--- config.mk ---
export PLATFORM = sky130hd
export DESIGN_NAME = edge_triggered_event_rule_table_core_flat
export DESIGN_NICKNAME = d
export VERILOG_FILES = /design/src/hdl/etrt_pkg.sv /design/src/hdl/etrt_if.sv /design/src/hdl/etrt_ctrl.sv /design/src/hdl/etrt_datapath.sv /design/src/hdl/edge_triggered_event_rule_table_core.sv /design/src/flat_wrapper.sv
export SDC_FILE = /design/constraint.sdc
export NUM_CORES = 1
export LEC_CHECK = 0
export BUFFER_PORTS_ARGS = -buffer_cell sky130_fd_sc_hd__buf_2
export CORE_ASPECT_RATIO = 1.5
export CORE_MARGIN = 5
export CORE_UTILIZATION = 35
export DETAILED_ROUTE_END_ITERATION = 8
export MAX_ROUTING_LAYER = met4
export PLACE_DENSITY = 0.5
export REMOVE_ABC_BUFFERS = 1
export SYNTH_ARGS = -nofsm -noshare
export SYNTH_HDL_FRONTEND = slang
export SYNTH_SLANG_ARGS = --single-unit
--- constraint.sdc ---
create_clock -name clock -period 5.6 [get_ports clock]
set_input_delay 0.56 -clock clock [delete_from_list [all_inputs] [get_ports clock]]
set_output_delay 0.56 -clock clock [all_outputs]
set_load 0.03 [all_outputs]
--- src/hdl/etrt_pkg.sv ---
package etrt_pkg;

   localparam int RULE_SLOTS = 4;
   localparam int SLOT_W     = (RULE_SLOTS > 1) ? $clog2(RULE_SLOTS) : 1;
   localparam int SCAN_W     = $clog2(RULE_SLOTS + 1);
   localparam int MAX_FIRES  = 4;
   localparam int FIRE_W     = $clog2(MAX_FIRES + 1);

   typedef enum logic [1:0] {
      OP_ADD     = 2'd0,
      OP_REMOVE  = 2'd1,
      OP_READ    = 2'd2,
      OP_READING = 2'd3
   } op_type;

   typedef enum logic [2:0] {
      ST_OK         = 3'd0,
      ST_BAD_SENSOR = 3'd1,
      ST_BAD_TARGET = 3'd2,
      ST_NOT_SWITCH = 3'd3,
      ST_NO_SLOT    = 3'd4,
      ST_BAD_INDEX  = 3'd5,
      ST_NOT_ACTIVE = 3'd6
   } status_type;

   typedef enum logic [1:0] {
      KIND_UNKNOWN = 2'd0,
      KIND_LIGHT   = 2'd1,
      KIND_RELAY   = 2'd2,
      KIND_OTHER   = 2'd3
   } kind_type;

   typedef struct packed {
      op_type      operation;
      logic [7:0]  sensor_dev;
      logic [7:0]  target_id;
      logic        sensor_is_sensor;
      kind_type    target_kind;
      logic        trigger_level;
      logic        action_level;
      logic [3:0]  rule_index;
      logic        reading_valid;
      logic [15:0] sensor_value;
   } req_type;

   typedef struct packed {
      status_type  status;
      logic [3:0]  slot;
      logic        fire;
      logic [7:0]  out_target;
      logic        out_level;
      logic        out_active;
      logic [7:0]  out_sensor;
      logic        out_trigger;
      logic        out_fired;
      logic        last;
   } rsp_type;

   typedef struct packed {
      logic accept_en;
      logic exec;
      logic scan_step;
      logic flush;
   } cmd_type;

   typedef struct packed {
      logic req_take;
      logic req_scan;
      logic scan_done;
      logic scan_hit;
      logic pend_vld;
      logic out_free;
   } stat_type;

endpackage

--- src/hdl/etrt_if.sv ---
interface etrt_req_if;
   import etrt_pkg::*;

   logic        valid;
   logic        ready;
   op_type      operation;
   logic [7:0]  sensor_dev;
   logic [7:0]  target_id;
   logic        sensor_is_sensor;
   kind_type    target_kind;
   logic        trigger_level;
   logic        action_level;
   logic [3:0]  rule_index;
   logic        reading_valid;
   logic [15:0] sensor_value;

   modport source (
      output valid, operation, sensor_dev, target_id, sensor_is_sensor, target_kind,
             trigger_level, action_level, rule_index, reading_valid, sensor_value,
      input  ready
   );

   modport sink (
      input  valid, operation, sensor_dev, target_id, sensor_is_sensor, target_kind,
             trigger_level, action_level, rule_index, reading_valid, sensor_value,
      output ready
   );
endinterface

interface etrt_rsp_if;
   import etrt_pkg::*;

   logic       valid;
   logic       ready;
   status_type status;
   logic [3:0] slot;
   logic       fire;
   logic [7:0] out_target;
   logic       out_level;
   logic       out_active;
   logic [7:0] out_sensor;
   logic       out_trigger;
   logic       out_fired;
   logic       last;

   modport source (
      output valid, status, slot, fire, out_target, out_level, out_active,
             out_sensor, out_trigger, out_fired, last,
      input  ready
   );

   modport sink (
      input  valid, status, slot, fire, out_target, out_level, out_active,
             out_sensor, out_trigger, out_fired, last,
      output ready
   );
endinterface

--- src/hdl/etrt_ctrl.sv ---
module etrt_ctrl (
   input  logic               clock,
   input  logic               reset,
   input  etrt_pkg::stat_type stat,
   output etrt_pkg::cmd_type  cmd
);
   import etrt_pkg::*;

   typedef enum logic [1:0] {
      S_IDLE,
      S_EXEC,
      S_SCAN,
      S_FLUSH
   } state_type;

   state_type state_ff;
   state_type state_in;

   always_comb begin
      cmd      = '0;
      state_in = state_ff;
      case (state_ff)
         S_IDLE: begin
            cmd.accept_en = 1'b1;
            if (stat.req_take) begin
               state_in = stat.req_scan ? S_SCAN : S_EXEC;
            end
         end
         S_EXEC: begin
            if (stat.out_free) begin
               cmd.exec = 1'b1;
               state_in = S_IDLE;
            end
         end
         S_SCAN: begin
            if (stat.scan_done) begin
               state_in = S_FLUSH;
            end else if (!(stat.scan_hit && stat.pend_vld && !stat.out_free)) begin
               cmd.scan_step = 1'b1;
            end
         end
         S_FLUSH: begin
            if (stat.out_free) begin
               cmd.flush = 1'b1;
               state_in  = S_IDLE;
            end
         end
         default: begin
            state_in = S_IDLE;
         end
      endcase
   end

   always_ff @(posedge clock) begin
      if (reset) begin
         state_ff <= S_IDLE;
      end else begin
         state_ff <= state_in;
      end
   end

endmodule

--- src/hdl/etrt_datapath.sv ---
module etrt_datapath (
   input  logic               clock,
   input  logic               reset,
   etrt_req_if.sink           req_chan,
   etrt_rsp_if.source         rsp_chan,
   input  etrt_pkg::cmd_type  cmd,
   output etrt_pkg::stat_type stat
);
   import etrt_pkg::*;

   logic             active_ff  [RULE_SLOTS];
   logic [7:0]       sensor_ff  [RULE_SLOTS];
   logic [7:0]       target_ff  [RULE_SLOTS];
   logic             trigger_ff [RULE_SLOTS];
   logic             action_ff  [RULE_SLOTS];
   logic             fired_ff   [RULE_SLOTS];

   req_type          item_ff;
   req_type          req_in;
   rsp_type          rsp_ff;
   rsp_type          rsp_in;
   rsp_type          pend_ff;
   logic             rsp_vld_ff;
   logic             pend_vld_ff;
   logic [SCAN_W-1:0] idx_ff;
   logic [FIRE_W-1:0] nfire_ff;

   logic              req_take;
   logic              out_free;
   logic              load_out;
   logic              free_any;
   logic [SLOT_W-1:0] free_idx;
   logic              idx_ok;
   logic [SLOT_W-1:0] ridx;
   logic              add_ok;
   logic              rm_ok;
   rsp_type           single;
   rsp_type           fire_rsp;
   rsp_type           flush_rsp;
   logic [SLOT_W-1:0] cur;
   logic              scan_done;
   logic              cur_match;
   logic              cur_eq;
   logic              hit;
   logic              rearm;

   always_comb begin
      req_in.operation        = req_chan.operation;
      req_in.sensor_dev       = req_chan.sensor_dev;
      req_in.target_id        = req_chan.target_id;
      req_in.sensor_is_sensor = req_chan.sensor_is_sensor;
      req_in.target_kind      = req_chan.target_kind;
      req_in.trigger_level    = req_chan.trigger_level;
      req_in.action_level     = req_chan.action_level;
      req_in.rule_index       = req_chan.rule_index;
      req_in.reading_valid    = req_chan.reading_valid;
      req_in.sensor_value     = req_chan.sensor_value;
   end

   assign req_chan.ready = cmd.accept_en;
   assign req_take       = req_chan.valid && cmd.accept_en;
   assign out_free       = !rsp_vld_ff || rsp_chan.ready;

   always_comb begin
      free_any = 1'b0;
      free_idx = '0;
      for (int i = RULE_SLOTS - 1; i >= 0; i--) begin
         if (!active_ff[i]) begin
            free_any = 1'b1;
            free_idx = SLOT_W'(i);
         end
      end
   end

   assign idx_ok = {1'b0, item_ff.rule_index} < 5'(RULE_SLOTS);
   assign ridx   = item_ff.rule_index[SLOT_W-1:0];

   always_comb begin
      single      = '0;
      single.last = 1'b1;
      add_ok      = 1'b0;
      rm_ok       = 1'b0;
      case (item_ff.operation)
         OP_ADD: begin
            if (!item_ff.sensor_is_sensor) begin
               single.status = ST_BAD_SENSOR;
            end else if (item_ff.target_kind == KIND_UNKNOWN) begin
               single.status = ST_BAD_TARGET;
            end else if (item_ff.target_kind == KIND_OTHER) begin
               single.status = ST_NOT_SWITCH;
            end else if (!free_any) begin
               single.status = ST_NO_SLOT;
            end else begin
               add_ok      = 1'b1;
               single.slot = 4'(free_idx);
            end
         end
         OP_REMOVE: begin
            if (!idx_ok) begin
               single.status = ST_BAD_INDEX;
            end else if (!active_ff[ridx]) begin
               single.status = ST_NOT_ACTIVE;
               single.slot   = 4'(ridx);
            end else begin
               rm_ok       = 1'b1;
               single.slot = 4'(ridx);
            end
         end
         OP_READ: begin
            if (!idx_ok) begin
               single.status = ST_BAD_INDEX;
            end else begin
               single.slot        = 4'(ridx);
               single.out_target  = target_ff[ridx];
               single.out_level   = action_ff[ridx];
               single.out_active  = active_ff[ridx];
               single.out_sensor  = sensor_ff[ridx];
               single.out_trigger = trigger_ff[ridx];
               single.out_fired   = fired_ff[ridx];
            end
         end
         default: begin
         end
      endcase
   end

   assign cur       = idx_ff[SLOT_W-1:0];
   assign scan_done = idx_ff == SCAN_W'(RULE_SLOTS);
   assign cur_match = !scan_done && active_ff[cur] && (sensor_ff[cur] == item_ff.sensor_dev);
   assign cur_eq    = item_ff.sensor_value == {15'd0, trigger_ff[cur]};
   assign hit       = cur_match && cur_eq && !fired_ff[cur] && (nfire_ff < FIRE_W'(MAX_FIRES));
   assign rearm     = cur_match && !cur_eq;

   always_comb begin
      fire_rsp            = '0;
      fire_rsp.slot       = 4'(cur);
      fire_rsp.fire       = 1'b1;
      fire_rsp.out_target = target_ff[cur];
      fire_rsp.out_level  = action_ff[cur];
      flush_rsp           = pend_vld_ff ? pend_ff : '0;
      flush_rsp.last      = 1'b1;
   end

   assign load_out = cmd.exec || cmd.flush || (cmd.scan_step && hit && pend_vld_ff);

   always_comb begin
      if (cmd.exec) begin
         rsp_in = single;
      end else if (cmd.flush) begin
         rsp_in = flush_rsp;
      end else begin
         rsp_in = pend_ff;
      end
   end

   always_ff @(posedge clock) begin
      if (reset) begin
         for (int i = 0; i < RULE_SLOTS; i++) begin
            active_ff[i]  <= 1'b0;
            sensor_ff[i]  <= '0;
            target_ff[i]  <= '0;
            trigger_ff[i] <= 1'b0;
            action_ff[i]  <= 1'b0;
            fired_ff[i]   <= 1'b0;
         end
         rsp_vld_ff  <= 1'b0;
         pend_vld_ff <= 1'b0;
         idx_ff      <= '0;
         nfire_ff    <= '0;
      end else begin
         if (req_take) begin
            idx_ff      <= '0;
            nfire_ff    <= '0;
            pend_vld_ff <= 1'b0;
         end
         if (cmd.exec && add_ok) begin
            active_ff[free_idx]  <= 1'b1;
            sensor_ff[free_idx]  <= item_ff.sensor_dev;
            target_ff[free_idx]  <= item_ff.target_id;
            trigger_ff[free_idx] <= item_ff.trigger_level;
            action_ff[free_idx]  <= item_ff.action_level;
            fired_ff[free_idx]   <= 1'b0;
         end
         if (cmd.exec && rm_ok) begin
            active_ff[ridx] <= 1'b0;
         end
         if (cmd.scan_step) begin
            if (hit) begin
               fired_ff[cur] <= 1'b1;
               nfire_ff      <= nfire_ff + FIRE_W'(1);
               pend_vld_ff   <= 1'b1;
            end
            if (rearm) begin
               fired_ff[cur] <= 1'b0;
            end
            idx_ff <= idx_ff + SCAN_W'(1);
         end
         if (cmd.flush) begin
            pend_vld_ff <= 1'b0;
         end
         if (load_out) begin
            rsp_vld_ff <= 1'b1;
         end else if (rsp_chan.ready) begin
            rsp_vld_ff <= 1'b0;
         end
      end
   end

   always_ff @(posedge clock) begin
      if (req_take) begin
         item_ff <= req_in;
      end
      if (cmd.scan_step && hit) begin
         pend_ff <= fire_rsp;
      end
      if (load_out) begin
         rsp_ff <= rsp_in;
      end
   end

   assign rsp_chan.valid       = rsp_vld_ff;
   assign rsp_chan.status      = rsp_ff.status;
   assign rsp_chan.slot        = rsp_ff.slot;
   assign rsp_chan.fire        = rsp_ff.fire;
   assign rsp_chan.out_target  = rsp_ff.out_target;
   assign rsp_chan.out_level   = rsp_ff.out_level;
   assign rsp_chan.out_active  = rsp_ff.out_active;
   assign rsp_chan.out_sensor  = rsp_ff.out_sensor;
   assign rsp_chan.out_trigger = rsp_ff.out_trigger;
   assign rsp_chan.out_fired   = rsp_ff.out_fired;
   assign rsp_chan.last        = rsp_ff.last;

   always_comb begin
      stat.req_take  = req_take;
      stat.req_scan  = (req_chan.operation == OP_READING) && req_chan.reading_valid;
      stat.scan_done = scan_done;
      stat.scan_hit  = hit;
      stat.pend_vld  = pend_vld_ff;
      stat.out_free  = out_free;
   end

endmodule

--- src/hdl/edge_triggered_event_rule_table_core.sv ---
// Add, remove, read and ignored readings: the item is registered, then its result once
// the result register is free. Valid readings: the scan sequencer visits one rule slot
// per cycle unless stalled; fire results leave one per cycle at most. A full result
// register stalls the scan on a hit with a fire result pending, until the sink takes
// it. No new item is taken before the last result is loaded. Reset (synchronous, active
// high) clears every rule slot to zero, empties the result register and resets to idle.
module edge_triggered_event_rule_table_core (
   input logic        clock,
   input logic        reset,
   etrt_req_if.sink   req_chan,
   etrt_rsp_if.source rsp_chan
);
   import etrt_pkg::*;

   cmd_type  cmd;
   stat_type stat;

   etrt_ctrl u_ctrl (
      .clock (clock),
      .reset (reset),
      .stat  (stat),
      .cmd   (cmd)
   );

   etrt_datapath u_datapath (
      .clock    (clock),
      .reset    (reset),
      .req_chan (req_chan),
      .rsp_chan (rsp_chan),
      .cmd      (cmd),
      .stat     (stat)
   );

endmodule

--- src/flat_wrapper.sv ---
// flat-port wrapper written by rule: the top's interface ports become plain ports
module edge_triggered_event_rule_table_core_flat import etrt_pkg::*;
  (clock, reset, req_chan_valid, req_chan_operation, req_chan_sensor_dev, req_chan_target_id, req_chan_sensor_is_sensor, req_chan_target_kind, req_chan_trigger_level, req_chan_action_level, req_chan_rule_index, req_chan_reading_valid, req_chan_sensor_value, req_chan_ready, rsp_chan_valid, rsp_chan_status, rsp_chan_slot, rsp_chan_fire, rsp_chan_out_target, rsp_chan_out_level, rsp_chan_out_active, rsp_chan_out_sensor, rsp_chan_out_trigger, rsp_chan_out_fired, rsp_chan_last, rsp_chan_ready);
  etrt_req_if req_chan_i ();
  etrt_rsp_if rsp_chan_i ();
  input logic clock;
  input logic reset;
  input wire logic [$bits(req_chan_i.valid)-1:0] req_chan_valid;
  input wire logic [$bits(req_chan_i.operation)-1:0] req_chan_operation;
  input wire logic [$bits(req_chan_i.sensor_dev)-1:0] req_chan_sensor_dev;
  input wire logic [$bits(req_chan_i.target_id)-1:0] req_chan_target_id;
  input wire logic [$bits(req_chan_i.sensor_is_sensor)-1:0] req_chan_sensor_is_sensor;
  input wire logic [$bits(req_chan_i.target_kind)-1:0] req_chan_target_kind;
  input wire logic [$bits(req_chan_i.trigger_level)-1:0] req_chan_trigger_level;
  input wire logic [$bits(req_chan_i.action_level)-1:0] req_chan_action_level;
  input wire logic [$bits(req_chan_i.rule_index)-1:0] req_chan_rule_index;
  input wire logic [$bits(req_chan_i.reading_valid)-1:0] req_chan_reading_valid;
  input wire logic [$bits(req_chan_i.sensor_value)-1:0] req_chan_sensor_value;
  output wire logic [$bits(req_chan_i.ready)-1:0] req_chan_ready;
  output wire logic [$bits(rsp_chan_i.valid)-1:0] rsp_chan_valid;
  output wire logic [$bits(rsp_chan_i.status)-1:0] rsp_chan_status;
  output wire logic [$bits(rsp_chan_i.slot)-1:0] rsp_chan_slot;
  output wire logic [$bits(rsp_chan_i.fire)-1:0] rsp_chan_fire;
  output wire logic [$bits(rsp_chan_i.out_target)-1:0] rsp_chan_out_target;
  output wire logic [$bits(rsp_chan_i.out_level)-1:0] rsp_chan_out_level;
  output wire logic [$bits(rsp_chan_i.out_active)-1:0] rsp_chan_out_active;
  output wire logic [$bits(rsp_chan_i.out_sensor)-1:0] rsp_chan_out_sensor;
  output wire logic [$bits(rsp_chan_i.out_trigger)-1:0] rsp_chan_out_trigger;
  output wire logic [$bits(rsp_chan_i.out_fired)-1:0] rsp_chan_out_fired;
  output wire logic [$bits(rsp_chan_i.last)-1:0] rsp_chan_last;
  input wire logic [$bits(rsp_chan_i.ready)-1:0] rsp_chan_ready;
  assign req_chan_i.valid = req_chan_valid;
  assign req_chan_i.operation = req_chan_operation;
  assign req_chan_i.sensor_dev = req_chan_sensor_dev;
  assign req_chan_i.target_id = req_chan_target_id;
  assign req_chan_i.sensor_is_sensor = req_chan_sensor_is_sensor;
  assign req_chan_i.target_kind = req_chan_target_kind;
  assign req_chan_i.trigger_level = req_chan_trigger_level;
  assign req_chan_i.action_level = req_chan_action_level;
  assign req_chan_i.rule_index = req_chan_rule_index;
  assign req_chan_i.reading_valid = req_chan_reading_valid;
  assign req_chan_i.sensor_value = req_chan_sensor_value;
  assign req_chan_ready = req_chan_i.ready;
  assign rsp_chan_valid = rsp_chan_i.valid;
  assign rsp_chan_status = rsp_chan_i.status;
  assign rsp_chan_slot = rsp_chan_i.slot;
  assign rsp_chan_fire = rsp_chan_i.fire;
  assign rsp_chan_out_target = rsp_chan_i.out_target;
  assign rsp_chan_out_level = rsp_chan_i.out_level;
  assign rsp_chan_out_active = rsp_chan_i.out_active;
  assign rsp_chan_out_sensor = rsp_chan_i.out_sensor;
  assign rsp_chan_out_trigger = rsp_chan_i.out_trigger;
  assign rsp_chan_out_fired = rsp_chan_i.out_fired;
  assign rsp_chan_last = rsp_chan_i.last;
  assign rsp_chan_i.ready = rsp_chan_ready;
  edge_triggered_event_rule_table_core u_core (.clock(clock), .reset(reset), .req_chan(req_chan_i), .rsp_chan(rsp_chan_i));
endmodule
Word level (Yosys, flattened, before mapping)
Memory sizes are Yosys's and may differ from the RTL's. A register that Yosys moved wholly into a read port is not among the register bits.
Cells that the tools add are included.
{"block": "totals", "out_inout_bits": 31, "ram_bits": 80, "memories": 6, "wordCells": 199, "ff_bits": 84, "inputBits": 48}
{"memory": "u_core.u_datapath.sensor_ff", "words": 4, "width": 8, "read_ports": 2, "rd_ports_with_merged_regs": 2, "wr": 4, "line_no": "etrt_datapath.sv:12", "source": "logic [7:0] sensor_ff [RULE_SLOTS];"}
{"memory": "u_core.u_datapath.target_ff", "words": 4, "width": 8, "read_ports": 2, "rd_ports_with_merged_regs": 2, "wr": 4, "line_no": "etrt_datapath.sv:13", "source": "logic [7:0] target_ff [RULE_SLOTS];"}
{"memory": "u_core.u_datapath.action_ff", "words": 4, "width": 1, "read_ports": 2, "rd_ports_with_merged_regs": 2, "wr": 4, "line_no": "etrt_datapath.sv:15", "source": "logic action_ff [RULE_SLOTS];"}
{"memory": "u_core.u_datapath.active_ff", "words": 4, "width": 1, "read_ports": 6, "rd_ports_with_merged_regs": 2, "wr": 4, "line_no": "etrt_datapath.sv:11", "source": "logic active_ff [RULE_SLOTS];"}
{"memory": "u_core.u_datapath.fired_ff", "words": 4, "width": 1, "read_ports": 2, "rd_ports_with_merged_regs": 2, "wr": 4, "line_no": "etrt_datapath.sv:16", "source": "logic fired_ff [RULE_SLOTS];"}
{"memory": "u_core.u_datapath.trigger_ff", "words": 4, "width": 1, "read_ports": 2, "rd_ports_with_merged_regs": 2, "wr": 4, "line_no": "etrt_datapath.sv:14", "source": "logic trigger_ff [RULE_SLOTS];"}
{"block": "op_classes", "order_cmp": 2, "muxes": 111, "reduce_logical": 39, "eq_ne": 13, "bitwise": 1, "n_addsub": 2}
{"op": "$mux W2", "count": 35}
{"op": "$mux W1", "count": 55}
{"op": "$mux W24", "count": 2}
{"op": "$mux W20", "count": 2}
{"op": "$mux W3", "count": 12}
{"op": "$mux W29", "count": 1}
{"op": "$pmux W7 S3", "count": 1}
{"op": "$eq A16 B1 Y1", "count": 1}
{"op": "$mux W8", "count": 2}
{"op": "$reduce_or A8 Y1", "count": 2}
{"op": "$logic_and A1 B1 Y1", "count": 14}
{"op": "$eq A2 B2 Y1 const B", "count": 5}
{"op": "$eq A8 B8 Y1", "count": 1}
{"op": "$add A3 B1 Y3 const B", "count": 2}
{"op": "$logic_not A2 Y1", "count": 3}
{"op": "$pmux W2 S3", "count": 1}
{"op": "$reduce_or A1 Y1", "count": 6}
{"op": "$reduce_or A2 Y1", "count": 3}
{"op": "$logic_not A1 Y1", "count": 5}
{"op": "$eq A2 B1 Y1 const B", "count": 2}
{"op": "$lt A4 B3 Y1 const B", "count": 1}
{"op": "$ne A2 B2 Y1 const B", "count": 2}
{"op": "$reduce_bool A2 Y1", "count": 2}
{"op": "$eq A3 B3 Y1 const B", "count": 1}
{"op": "5 further kinds", "count": 7}

Depth between registers and ports, before layout
Gate-level depths: netlist of run 1.
{"block": "logic_depth", "depth_word": 18, "ltp_mapped": 11, "ltp_nobuf": 10}

Modules after synthesis
Synthesis of run 1 repeated with hierarchy kept, for this count alone.
{"block": "hier_totals", "cells_unflattened": 518, "area_unflattened_um2": 7840.0}
{"mod": "etrt_datapath", "area_each_um2": 7712.4, "instances": 1, "cells_per_inst": 503, "seq_area_each_um2": 5074.9}
{"mod": "etrt_ctrl", "area_each_um2": 127.6, "instances": 1, "cells_per_inst": 15, "seq_area_each_um2": 40.0}

Least setup slack after synthesis of run 1
Ideal clock, no wire load.
{"block": "synth_path", "kind": "register to register", "start": "register u_core.u_datapath.item_ff[23] (netlist bit)", "end": "memory u_core.u_datapath.fired_ff[0], enable pin", "required_ns": 5.303, "path_buffers": 0, "arrival_ns": 2.997, "slack_ns": 2.306, "setup_time_ns": 0.297, "path_stages_with_launch": 7, "synth_period_minus_slack_ns": 3.294, "path_cell_list": "edfxtp_1 ha_1 nand2b_1 or4_1 or2_2 o21ai_0 a21o_1"}
{"element": "start: declaration", "line_no": "etrt_datapath.sv:18", "source": "req_type item_ff;"}
{"element": "start signal: assignment", "line_no": "etrt_datapath.sv:211", "source": "item_ff <= req_in;"}
{"element": "end: declaration", "line_no": "etrt_datapath.sv:16"}

==> summary.txt, run 1 <==
Placed design
  • PortBufs: 76
  • DP HPWL: 11.82 mm
  • Placed Cells: roughly 850
  • GPL Wtd Cong: 0.8130

Logic synthesis
  • Post-synthesis sequential element count: 175
  • Synth Flop Type: edfxtp_1
  • Top-area cell type share of the netlist area: 61.74%
  • Cell area after synthesis: 0.007831 mm^2
  • Synth area leader: edfxtp_1
  • Seq/Total Area, Yosys: 65.31%
  • Post-synth ARST share: 0%
  • Post-synth EDFFs: between 150 and 200
  • Ys Warns: 0
  • Synth area leaders: edfxtp_1, mux4_2, and2_1, dfxtp_1, mux2i_1
  • Avg Cell Area, Syn: between 15 and 20 um^2
  • Syn Inst Count: 513
  • Yosys cell types: 57

Die
  • Starting Density: 35.25%
  • Die Width: 132.1 um
  • Top Ports: 79
  • Core Region: 0.02222 mm^2
  • Placement Rows: 67
  • Die footprint: 0.02553 mm^2
  • Die Height: 193.2 um

Clocking
  • Clk_lat worst skew: 0.43 ns
  • Clock buffer depth: 2
  • Resize count post-CTS: 0
  • CTS sink cnt: 175
  • Worst-path clk slew: 0.07 ns
  • CTS H-Tree Depth: 4
  • Num CTS Buffers: 17
  • Root buffer cell: clkbuf_16
  • CTS tree: done
  • Post-CTS setup buffer count: 0
  • CTS Hold Bufs: 0

Finish
  • Fin cells: between 800 and 900
  • Ant. Diodes: 0
  • Syn-to-layout area delta: 15.50%
  • Layout Nets: 644
  • Share of cells above drive strength 1: 27.03%
  • Fillers: 2066
  • Final Core Density: 40.72%

Critical path
  • Req. time, crit path: ~5.7 ns
  • Reg2reg setup slack: 1.75 ns
  • Worst R2R Path Depth: 10
  • WS Path Type: reg2reg
  • R2R Path End: u_core.u_datapath.rsp_chan.out_target[2]
  • Crit path cell chain: mux2i_1, xnor2_1, nor4_2, nand4_2, a21oi_2, nand2b_2, inv_2, nand2_1, nand2b_1, buf_4
  • CP max stage cell: dfxtp_1
  • Worst stage delay on the critical path: slightly above 0.9 ns
  • CP max FO: 20
  • Worst setup EP type: flip-flop
  • Setup crit start kind: flip-flop
  • WP data arrival: between 3 and 4 ns

Min path
  • Hold Crit Depth: 1
  • Hold Crit Class: in2reg
  • Hold EP: u_core.u_datapath.item_ff[33]
  • Hold path startpoint: req_chan_target_id[7]

Route
  • Final wirelength: between 15 and 20 mm
  • DR vias: roughly 4500
  • DRC violations left: 0
  • Drt initial violations: 303
  • WL per Instance: 20.39 um
  • Drt via density: 5.123
  • First-pass detailed-route iteration total: 5
  • Routed Antenna Nets: 0

Global routing
  • First-pass GRT wire length: 28.05 mm
  • Largest net degree at the start of global routing: 44
  • Initial antenna violation count: 0
  • Vias in the first global route: 4938
  • Grt ovf: 0
  • GRT Util Overall: 14.87%

STA
  • Setup TNS: 0 ns
  • Min Tclk post-route: slightly below 4 ns
  • Max frequency: between 200 and 300 MHz
  • Worst slew pin tran: 1.193 ns
  • Final setup violation count: 0
  • Tcrit/Tclk final: 68.68%
  • Final hold violations: 0
  • Final slew viol count: 0
  • Max-slew headroom: between 20% and 30%
  • RSZ-0062 raised after global routing: no
  • Worst clock skew: a little under 0.008 ns

Flow run
  • Max cap viols: 0

Power
  • Pleak: 3.208 nW
  • VDD IR-drop max: 0.1875 mV
  • Pwr dens: 319.4 mW/mm^2
  • Power, Total: 2.889 mW

Outcome
  • Status: finished, final reports clean
-- per-layer routing --
| layer | up-vias | global-route usage [%] | wire length (um) | share of wire [%] |
|---|---|---|---|---|
| met5 | - | - | 0 | 0 |
| met4 | 0 | 5.681 | 391 | 2.2 |
| met3 | 33 | 3.378 | 719 | 4.0 |
| met2 | 116 | 26.77 | 10080 | 56 |
| met1 | 2250 | 15.71 | 6732 | 38 |
| li1 | 2104 | - | - | - |
-- placed cells by master, fill, tap and decap left out, types with 8 or more instances in the layout --
master and count:
a21oi_1 14, a22o_1 10, and2_1 84, buf_2 76, buf_4 8, clkbuf_16 17, dfxtp_1 14, edfxtp_1 161
inv_1 10, mux2i_1 13, mux4_2 34, nand2_1 17, nor2_1 16, nor3_1 9, o21ai_0 9, xnor2_1 9
-- critical path: cells and delay by family (launching register included) --
family | cells | cell delay [ns]
simple gates | 5 | 1.20
flops | 1 | 0.91
buf+inv | 2 | 0.69
mux | 1 | 0.30
compound gates | 1 | 0.28
xor+xnor | 1 | 0.10
-- registers in the layout (all words and copies together) (netlist names), 3 cells and up, named ones only --
| name | count |
|---|---|
| u_core.u_datapath.item_ff | 43 |
| u_core.u_datapath.sensor_ff | 32 |
| u_core.u_datapath.target_ff | 32 |
| u_core.u_datapath.pend_ff | 11 |
| u_core.u_datapath.rsp_chan.out_sensor | 8 |
| u_core.u_datapath.rsp_chan.out_target | 8 |
| u_core.u_datapath.action_ff | 4 |
| u_core.u_datapath.active_ff | 4 |
| u_core.u_datapath.fired_ff | 4 |
| u_core.u_datapath.trigger_ff | 4 |
| u_core.u_datapath.idx_ff | 3 |
| u_core.u_datapath.nfire_ff | 3 |
| u_core.u_datapath.rsp_chan.status | 3 |
-- synth_stat cells, types with 2 or more instances --
cell type	count
nand3_1	7
dfxtp_1	14
nor2_2	2
nor3_1	9
nand2_1	17
and4_1	2
a21o_1	3
xnor2_1	9
a211o_1	2
mux2i_1	13
nor4_1	4
mux2_2	2
a31oi_1	2
xor2_1	7
buf_2	5
inv_1	11
nand4_1	5
nor3b_1	3
mux4_2	34
nand2b_1	5
o2111ai_1	2
or2_2	4
a21oi_1	14
o41ai_1	2
o21ai_0	10
nor2b_1	2
edfxtp_1	161
ha_1	5
and2_1	84
nand3b_1	2
nor2_1	18
clkbuf_1	15
buf_4	2
o21bai_1	2
a22o_1	10
buf_6	3
-- report_power, final --
part | internal, mW | total (mW) | switching (mW) | leakage, nW
clock | 0.646 | 1.13 | 0.481 | 0.258
sequential | 1.49 | 1.53 | 0.0399 | 1.72
combinational | 0.0895 | 0.227 | 0.138 | 1.23
-- final cells by class --
cell class	instances	area, um^2	share of cell area, %
multi-input cells	301	2546	28.15
clock buffers	18	429.2	4.745
clock inverters	13	123.9	1.369
flip-flops and latches	175	5115	56.55
repair buffers	84	440.4	4.869
well taps	276	345.3	3.818
inverters	12	45.04	0.4980
-- kinds of logic (layout without fill, tap and decap cells) --
family	after synthesis	after routing	share of synthesized area, %
fa+ha+maj	5	5	0.7988
flops	175	175	65.31
compound gates	58	58	5.368
other cells	1	2	0.04789
buf+inv	38	127	2.284
xor+xnor	16	16	1.789
mux	49	49	11.73
simple gates	171	171	12.67
-- how the worst max path moves through the flow --
stage          startpoint                                        to  slack, ns  depth (start not counted)
3_5_place_dp    flip-flop  u_core.u_datapath.rsp_chan.out_target[4]       1.68                         10
3_3_place_gp    flip-flop  u_core.u_datapath.rsp_chan.out_target[1]       1.86                         10
6_report        flip-flop  u_core.u_datapath.rsp_chan.out_target[2]       1.75                         10
2_1_floorplan   flip-flop           u_core.u_datapath.rsp_chan.fire       2.30                          9
5_1_grt         flip-flop  u_core.u_datapath.rsp_chan.out_target[2]       1.38                         10
4_1_cts         flip-flop  u_core.u_datapath.rsp_chan.out_target[5]       1.65                         10
-- metrics by stage --
step	hold WS (ns)	setup WS, ns	cell area (um^2)
2_1_floorplan	0.4571	2.299	7701
3_3_place_gp	0.4751	1.861	8492
3_5_place_dp	0.5042	1.678	8492
4_1_cts	0.2814	1.654	9045
5_1_grt	0.2758	1.383	9045
6_report	0.3020	1.754	9045
(Power assumes the default switching activity.)
==> inputs of run 2 (changes only) <==
--- a/config.mk
+++ b/config.mk
@@ -11,7 +11,7 @@
 export CORE_UTILIZATION = 35
 export DETAILED_ROUTE_END_ITERATION = 8
 export MAX_ROUTING_LAYER = met4
-export PLACE_DENSITY = 0.5
+export PLACE_DENSITY = 0.52
 export REMOVE_ABC_BUFFERS = 1
 export SYNTH_ARGS = -nofsm -noshare
 export SYNTH_HDL_FRONTEND = slang
==> constraint.sdc (replaced) <==
create_clock -name clock -period 3.35 [get_ports clock]
set_input_delay 0.335 -clock clock [delete_from_list [all_inputs] [get_ports clock]]
set_output_delay 0.335 -clock clock [all_outputs]
set_load 0.03 [all_outputs]
==> run 2 against run 1 <==
  * Final cell count is 1.3% higher
  * Clock-buffer cell count up 3
  * First-iteration DRC count shrank 9.6%
  * Combinational power up 72%
  * Core utilization increased by 0.77 points
  * Sequential share of layout area is 1.1 points lower
  * Highest routed layer unchanged
  * Sequential cell count did not move
  * Non-clock buffer count up 10
==> summary.txt, run 2 (same netlist as run 1, synthesis figures left out) <==
Outcome
  • Status: finished, final reports clean

Finish
  • Syn-to-layout area delta: 17.69%
  • Top reg by flops: u_core.u_datapath.item_ff
  • Layout Nets: 654 (+1.6%)
  • Design area: 0.009216 mm^2 (+1.9%)
  • Most frequent cells in the layout: edfxtp_1, and2_1, buf_2, mux4_2
  • Ant. Diodes: 0 (unchanged)
  • Share of cells above drive strength 1: 28.66% (+1.6 points)
  • Largest register FFs: 43 (unchanged)
  • Largest regs: u_core.u_datapath.item_ff x43, u_core.u_datapath.sensor_ff x32, u_core.u_datapath.target_ff x32
  • Most common cell after layout, fill and taps aside: edfxtp_1
  • Fillers: 2007 (-2.9%)

Clocking
  • Root buffer cell: clkbuf_16
  • CTS sink cnt: 175 (unchanged)
  • Clk_lat worst skew: 0.43 ns (about the same)
  • CTS H-Tree Depth: 4 (unchanged)
  • Resize count post-CTS: 0 (unchanged)
  • Clock buffer depth: 2 (unchanged)
  • CTS Hold Bufs: 0 (unchanged)
  • CTS tree: done
  • Worst-path clk slew: 0.07 ns (about the same)
  • Post-CTS setup buffer count: 0 (unchanged)
  • Num CTS Buffers: 17 (unchanged)

Die
  • Starting Density: 35.25% (unchanged)
  • Die Height: 193.2 um (unchanged)
  • Placement Rows: 67 (unchanged)
  • Die Width: 132.1 um (unchanged)
  • Top Ports: 79 (unchanged)
  • Core Region: 0.02222 mm^2 (unchanged)
  • Die footprint: 0.02553 mm^2 (unchanged)

Power
  • VDD IR-drop max: 0.3105 mV (+66%)
  • Pwr dens: 539.2 mW/mm^2 (+69%)
  • Pleak: 3.309 nW (+3.1%)

STA
  • Final setup violation count: 0 (unchanged)
  • Worst clock skew: 0.01021 ns (+0.002432 ns)
  • Final slew viol count: 0 (unchanged)
  • Tcrit/Tclk final: 84.75% (+16 points)
  • RSZ-0062 raised after global routing: no
  • Worst slew pin tran: 0.9580 ns (-0.2347 ns)
  • Min Tclk post-route: 2.839 ns (-1.007 ns)
  • Setup TNS: 0 ns (unchanged)
  • Max-slew headroom: 36.13% (+16 points)
  • Max frequency: 352.2 MHz (+35%)
  • Final hold violations: 0 (unchanged)

Placed design
  • PortBufs: 76 (unchanged)
  • DP HPWL: 11.99 mm (+1.5%)
  • GPL Wtd Cong: 0.8795 (+8.2%)
  • DP Area: 0.008615 mm^2 (+1.4%)

Route
  • WL per Instance: 19.90 um (-2.4%)
  • DRC violations left: 0 (unchanged)
  • Drt via density: 5.048 (-1.5%)
  • Routed Antenna Nets: 0 (unchanged)
  • DR vias: 4493 (-0.22%)
  • First-pass detailed-route iteration total: 4 (-1)
  • Drt initial violations: 274 (-9.6%)
  • Final wirelength: 17.71 mm (-1.2%)

Critical path
  • Req. time, crit path: 3.48 ns (-2.22 ns)
  • WS Path Type: reg2reg
  • WP data arrival: 2.97 ns (-0.98 ns)
  • CP max FO: 21 (+5.0%)
  • Worst setup EP type: flip-flop
  • Setup crit start kind: flip-flop

Min path
  • Hold Crit Class: in2reg

Global routing
  • Grt ovf: 0 (unchanged)
  • First-pass GRT wire length: 27.86 mm (-0.69%)
  • Initial antenna violation count: 0 (unchanged)
  • Largest net degree at the start of global routing: 44 (unchanged)
  • GRT Util Overall: 14.70% (-0.17 points)
  • Vias in the first global route: 4924 (-0.28%)

Flow run
  • Max cap viols: 0 (unchanged)
run 2: cell count changes in the layout (fill, tap and decap cells not counted), sizes merged:
cell / previous run / this run
buf: 84 / 94
bufinv: 2 / 3
clkbuf: 18 / 21
clkinv: 7 / 5
clkinvlp: 4 / 3
run 2: final cells by class:
| cell class | count | area [um^2] | share of cell area [%] |
|---|---|---|---|
| sequential | 175 | 5115 | 55.50 |
| multi-input combinational | 301 | 2544 | 27.60 |
| timing repair buffer | 94 | 565.5 | 6.136 |
| clock buffer | 21 | 460.4 | 4.996 |
| tap | 276 | 345.3 | 3.747 |
| clock inverter | 11 | 141.4 | 1.534 |
| inverter | 12 | 45.04 | 0.4887 |
run 2: worst max-delay path: stages (launching register included):
cell      delay, ns
dfxtp_1        0.54
buf_4          0.23
mux2i_1        0.23
xnor2_1        0.08
nor4_1         0.26
nand4_1        0.29
a21oi_2        0.28
nand2b_2       0.13
inv_2          0.07
nand2_1        0.07
nand2b_1       0.15
buf_12         0.19
run 2: path summary, 6_finish.rpt:
| check | from | to | slack [ns] | cells past startpoint |
|---|---|---|---|---|
| min | req_chan_sensor_dev[7] | u_core.u_datapath.item_ff[41] | 0.08 | 1 |
| max reg2reg | flip-flop | u_core.u_datapath.rsp_chan.out_sensor[1] | 0.51 | 11 |
| min reg2reg | u_core.u_datapath.nfire_ff[1] | u_core.u_datapath.nfire_ff[1] | 0.50 | 2 |
| max | flip-flop | u_core.u_datapath.rsp_chan.out_sensor[1] | 0.51 | 11 |
run 2: routing by layer:
metal  vias to the layer above  global-route usage [%]  routed length, um
li1                       2121                       -                  -
met1                      2233                   16.04               6776
met2                       111                   25.66               9839
met3                        28                   2.963                595
met4                         0                   6.672                501
met5                         -                       -                  0
run 2: power breakdown:
part	leakage (nW)	internal, mW	switching (mW)	total, mW
sequential	1.72	2.50	0.0645	2.56
clock	0.289	1.21	0.808	2.02
combinational	1.30	0.162	0.230	0.391
run 2: through the flow:
stage | power (mW) | util, % | std cells | hold WS, ns | setup slack, ns
floorplan | 2.839 | - | 488 | 0.4041 | 0.04874
global placement | 3.003 | 38.78 | 858 | 0.4730 | 0.5372
detailed placement | 3.010 | 38.78 | 858 | 0.4961 | 0.4458
CTS | 5.031 | 41.49 | 890 | 0.05051 | 0.4390
global route | 5.171 | 41.49 | 890 | 0.04937 | 0.2761
finish | 4.970 | 41.49 | 890 | 0.07569 | 0.5107
==> inputs of run 3 (changes only) <==
--- a/config.mk
+++ b/config.mk
@@ -11,7 +11,7 @@
 export CORE_UTILIZATION = 35
 export DETAILED_ROUTE_END_ITERATION = 8
 export MAX_ROUTING_LAYER = met4
-export PLACE_DENSITY = 0.52
+export PLACE_DENSITY = 0.5
 export REMOVE_ABC_BUFFERS = 1
 export SYNTH_ARGS = -nofsm -noshare
 export SYNTH_HDL_FRONTEND = slang
==> constraint.sdc (replaced) <==
create_clock -name clock -period 2.7 [get_ports clock]
set_input_delay 0.27 -clock clock [delete_from_list [all_inputs] [get_ports clock]]
set_output_delay 0.27 -clock clock [all_outputs]
set_load 0.03 [all_outputs]
==> run 3 against run 2 <==
  * Sequential cell count is the same
  * Clock-buffer cell count shrank 3
  * Register-to-register slack lost 0.34 ns
  * Hold slack lost 0.055 ns
  * First-iteration DRC count grew 30%
==> summary.txt, run 3 (same netlist as run 1, synthesis figures left out) <==
Global routing
  • Initial antenna violation count: 0 (unchanged)
  • GRT Util Overall: 14.93% (+0.23 points)
  • Grt ovf: 0 (unchanged)
  • Vias in the first global route: 5019 (+1.9%)
  • First-pass GRT wire length: 28.26 mm (+1.5%)
  • Largest net degree at the start of global routing: 35 (-20%)

STA
  • Worst hold margin: 0.02088 ns (-0.05481 ns)
  • Final slew viol count: 0 (unchanged)
  • Max-slew headroom: 66.93% (+31 points)
  • Max frequency: 395.4 MHz (+12%)
  • Final hold violations: 0 (unchanged)
  • Tcrit/Tclk final: 93.67% (+8.9 points)
  • Setup TNS: 0 ns (unchanged)
  • Final setup violation count: 0 (unchanged)
  • Final worst slack: 0.1709 ns (-0.3398 ns)
  • RSZ-0062 raised after global routing: no
  • Worst slew pin tran: 0.4896 ns (-0.4684 ns)
  • Worst clock skew: 0.007037 ns (-0.003176 ns)
  • Min Tclk post-route: 2.529 ns (-0.3102 ns)

Critical path
  • Req. time, crit path: 2.86 ns (-0.62 ns)
  • Reg2reg setup slack: 0.17 ns (-0.34 ns)
  • Worst R2R Path Depth: 9 (-2)
  • CP max FO: 4 (-81%)
  • Crit path cell chain: ha_1, nand2b_1, or4_1, nor2_2, buf_4, nand3_1, nand2_1, and4_1, or2_2
  • Setup crit start kind: flip-flop
  • WP data arrival: 2.69 ns (-0.28 ns)
  • Worst setup EP type: flip-flop
  • RR Startpoint: u_core.u_datapath.item_ff[23]
  • Worst stage delay on the critical path: 0.50 ns (-0.04 ns)
  • WS Path Type: reg2reg
  • CP max stage cell: or4_1
  • R2R Path End: u_core.u_datapath.fired_ff[2]

Clocking
  • Worst-path clk slew: 0.06 ns (about the same)
  • Clk_lat worst skew: 0.43 ns (about the same)
  • CTS tree: done
  • Num CTS Buffers: 17 (unchanged)
  • Clock buffer depth: 2 (unchanged)
  • CTS H-Tree Depth: 4 (unchanged)
  • CTS sink cnt: 175 (unchanged)
  • Root buffer cell: clkbuf_16
  • Post-CTS setup buffer count: 0 (unchanged)

Power
  • Pleak: 3.491 nW (+5.5%)
  • VDD IR-drop max: 0.3900 mV (+26%)
  • Pwr dens: 630.9 mW/mm^2 (+17%)
  • Power, Total: 6.059 mW (+22%)

Die
  • Core Region: 0.02222 mm^2 (unchanged)
  • Top Ports: 79 (unchanged)
  • Die footprint: 0.02553 mm^2 (unchanged)
  • Starting Density: 35.25% (unchanged)
  • Die Width: 132.1 um (unchanged)
  • Die Height: 193.2 um (unchanged)
  • Placement Rows: 67 (unchanged)

Route
  • Drt via density: 5.021 (-0.53%)
  • WL per Instance: 19.37 um (-2.7%)
  • Routed Antenna Nets: 0 (unchanged)
  • Final wirelength: 18.09 mm (+2.1%)
  • First-pass detailed-route iteration total: 4 (unchanged)
  • Drt initial violations: 356 (+30%)
  • DRC violations left: 0 (unchanged)
  • DR vias: 4690 (+4.4%)

Finish
  • Most common cell after layout, fill and taps aside: edfxtp_1
  • Syn-to-layout area delta: 22.64%
  • Design area: 0.009604 mm^2 (+4.2%)
  • Layout Nets: 698 (+6.7%)
  • Most frequent cells in the layout: edfxtp_1, and2_1, buf_2, mux4_2, dlygate4sd3_1
  • Largest regs: u_core.u_datapath.item_ff x43, u_core.u_datapath.sensor_ff x32, u_core.u_datapath.target_ff x32
  • Top reg by flops: u_core.u_datapath.item_ff
  • Fin cells: 934 (+4.9%)
  • Final Core Density: 43.23% (+1.7 points)
  • Fillers: 2009 (+0.10%)
  • Share of cells above drive strength 1: 28.27% (-0.40 points)
  • Ant. Diodes: 0 (unchanged)
  • Largest register FFs: 43 (unchanged)

Min path
  • Hold EP: u_core.u_datapath.item_ff[3]
  • Hold path startpoint: req_chan_sensor_value[3]
  • Hold Crit Depth: 1 (unchanged)
  • Hold Crit Class: in2reg

Placed design
  • Placed Cells: 870 (+1.4%)
  • Place WS: 0.1672 ns (-0.2785 ns)
  • GPL Wtd Cong: 0.8793 (about the same)
  • DP Area: 0.008715 mm^2 (+1.2%)
  • PortBufs: 76 (unchanged)
  • DP HPWL: 12.21 mm (+1.8%)

Flow run
  • Max cap viols: 0 (unchanged)

Outcome
  • Status: finished, final reports clean
-- run 3: worst max-delay path, delay by kind of cell, from the launching register on --
family,cells,cell delay [ns]
DFF,1,0.39
and+or+nand+nor,7,1.51
adders and majority gates,1,0.20
buffers and inverters,1,0.16
-- run 3: final cells by class --
| type | count | area, um^2 | area share, % |
|---|---|---|---|
| multi-input combinational | 301 | 2551 | 26.56 |
| sequential | 175 | 5116 | 53.27 |
| tap | 276 | 345.3 | 3.596 |
| clock buffer | 18 | 429.2 | 4.468 |
| clock inverter | 14 | 125.1 | 1.303 |
| inverter | 12 | 45.04 | 0.4690 |
| timing repair buffer | 138 | 992.2 | 10.33 |
-- run 3: how the worst max path moves through the flow --
stage                                        from                                 to  depth (start not counted)
floorplan                               flip-flop    u_core.u_datapath.rsp_chan.fire                          9
global placement                        flip-flop      u_core.u_datapath.fired_ff[1]                          6
detailed placement  u_core.u_datapath.item_ff[23]  u_core.u_datapath.target_ff[3][0]                          8
CTS                 u_core.u_datapath.item_ff[23]  u_core.u_datapath.target_ff[3][3]                          8
global route        u_core.u_datapath.item_ff[24]      u_core.u_datapath.fired_ff[2]                          9
finish              u_core.u_datapath.item_ff[23]      u_core.u_datapath.fired_ff[2]                          9
-- run 3: repair_timing --
item | in CTS | in global routing
endpoints found under the hold margin | 32 | 0
hold buffers | 32 | 0
resized for setup | 0 | 4
endpoints found under the setup margin | 0 | 62
-- run 3: power breakdown --
part | total [mW] | leakage, nW | internal, mW | switching [mW]
clock network | 2.35 | 0.275 | 1.34 | 1.00
registers | 3.17 | 1.72 | 3.10 | 0.0726
logic | 0.544 | 1.50 | 0.241 | 0.303
-- run 3: metal layers --
metal	up-vias	GRT usage (%)	wire [um]
met3	32	3.222	744
met2	133	26.86	10070
met5	-	-	0
li1	2214	-	-
met1	2311	16.05	6855
met4	0	5.376	414
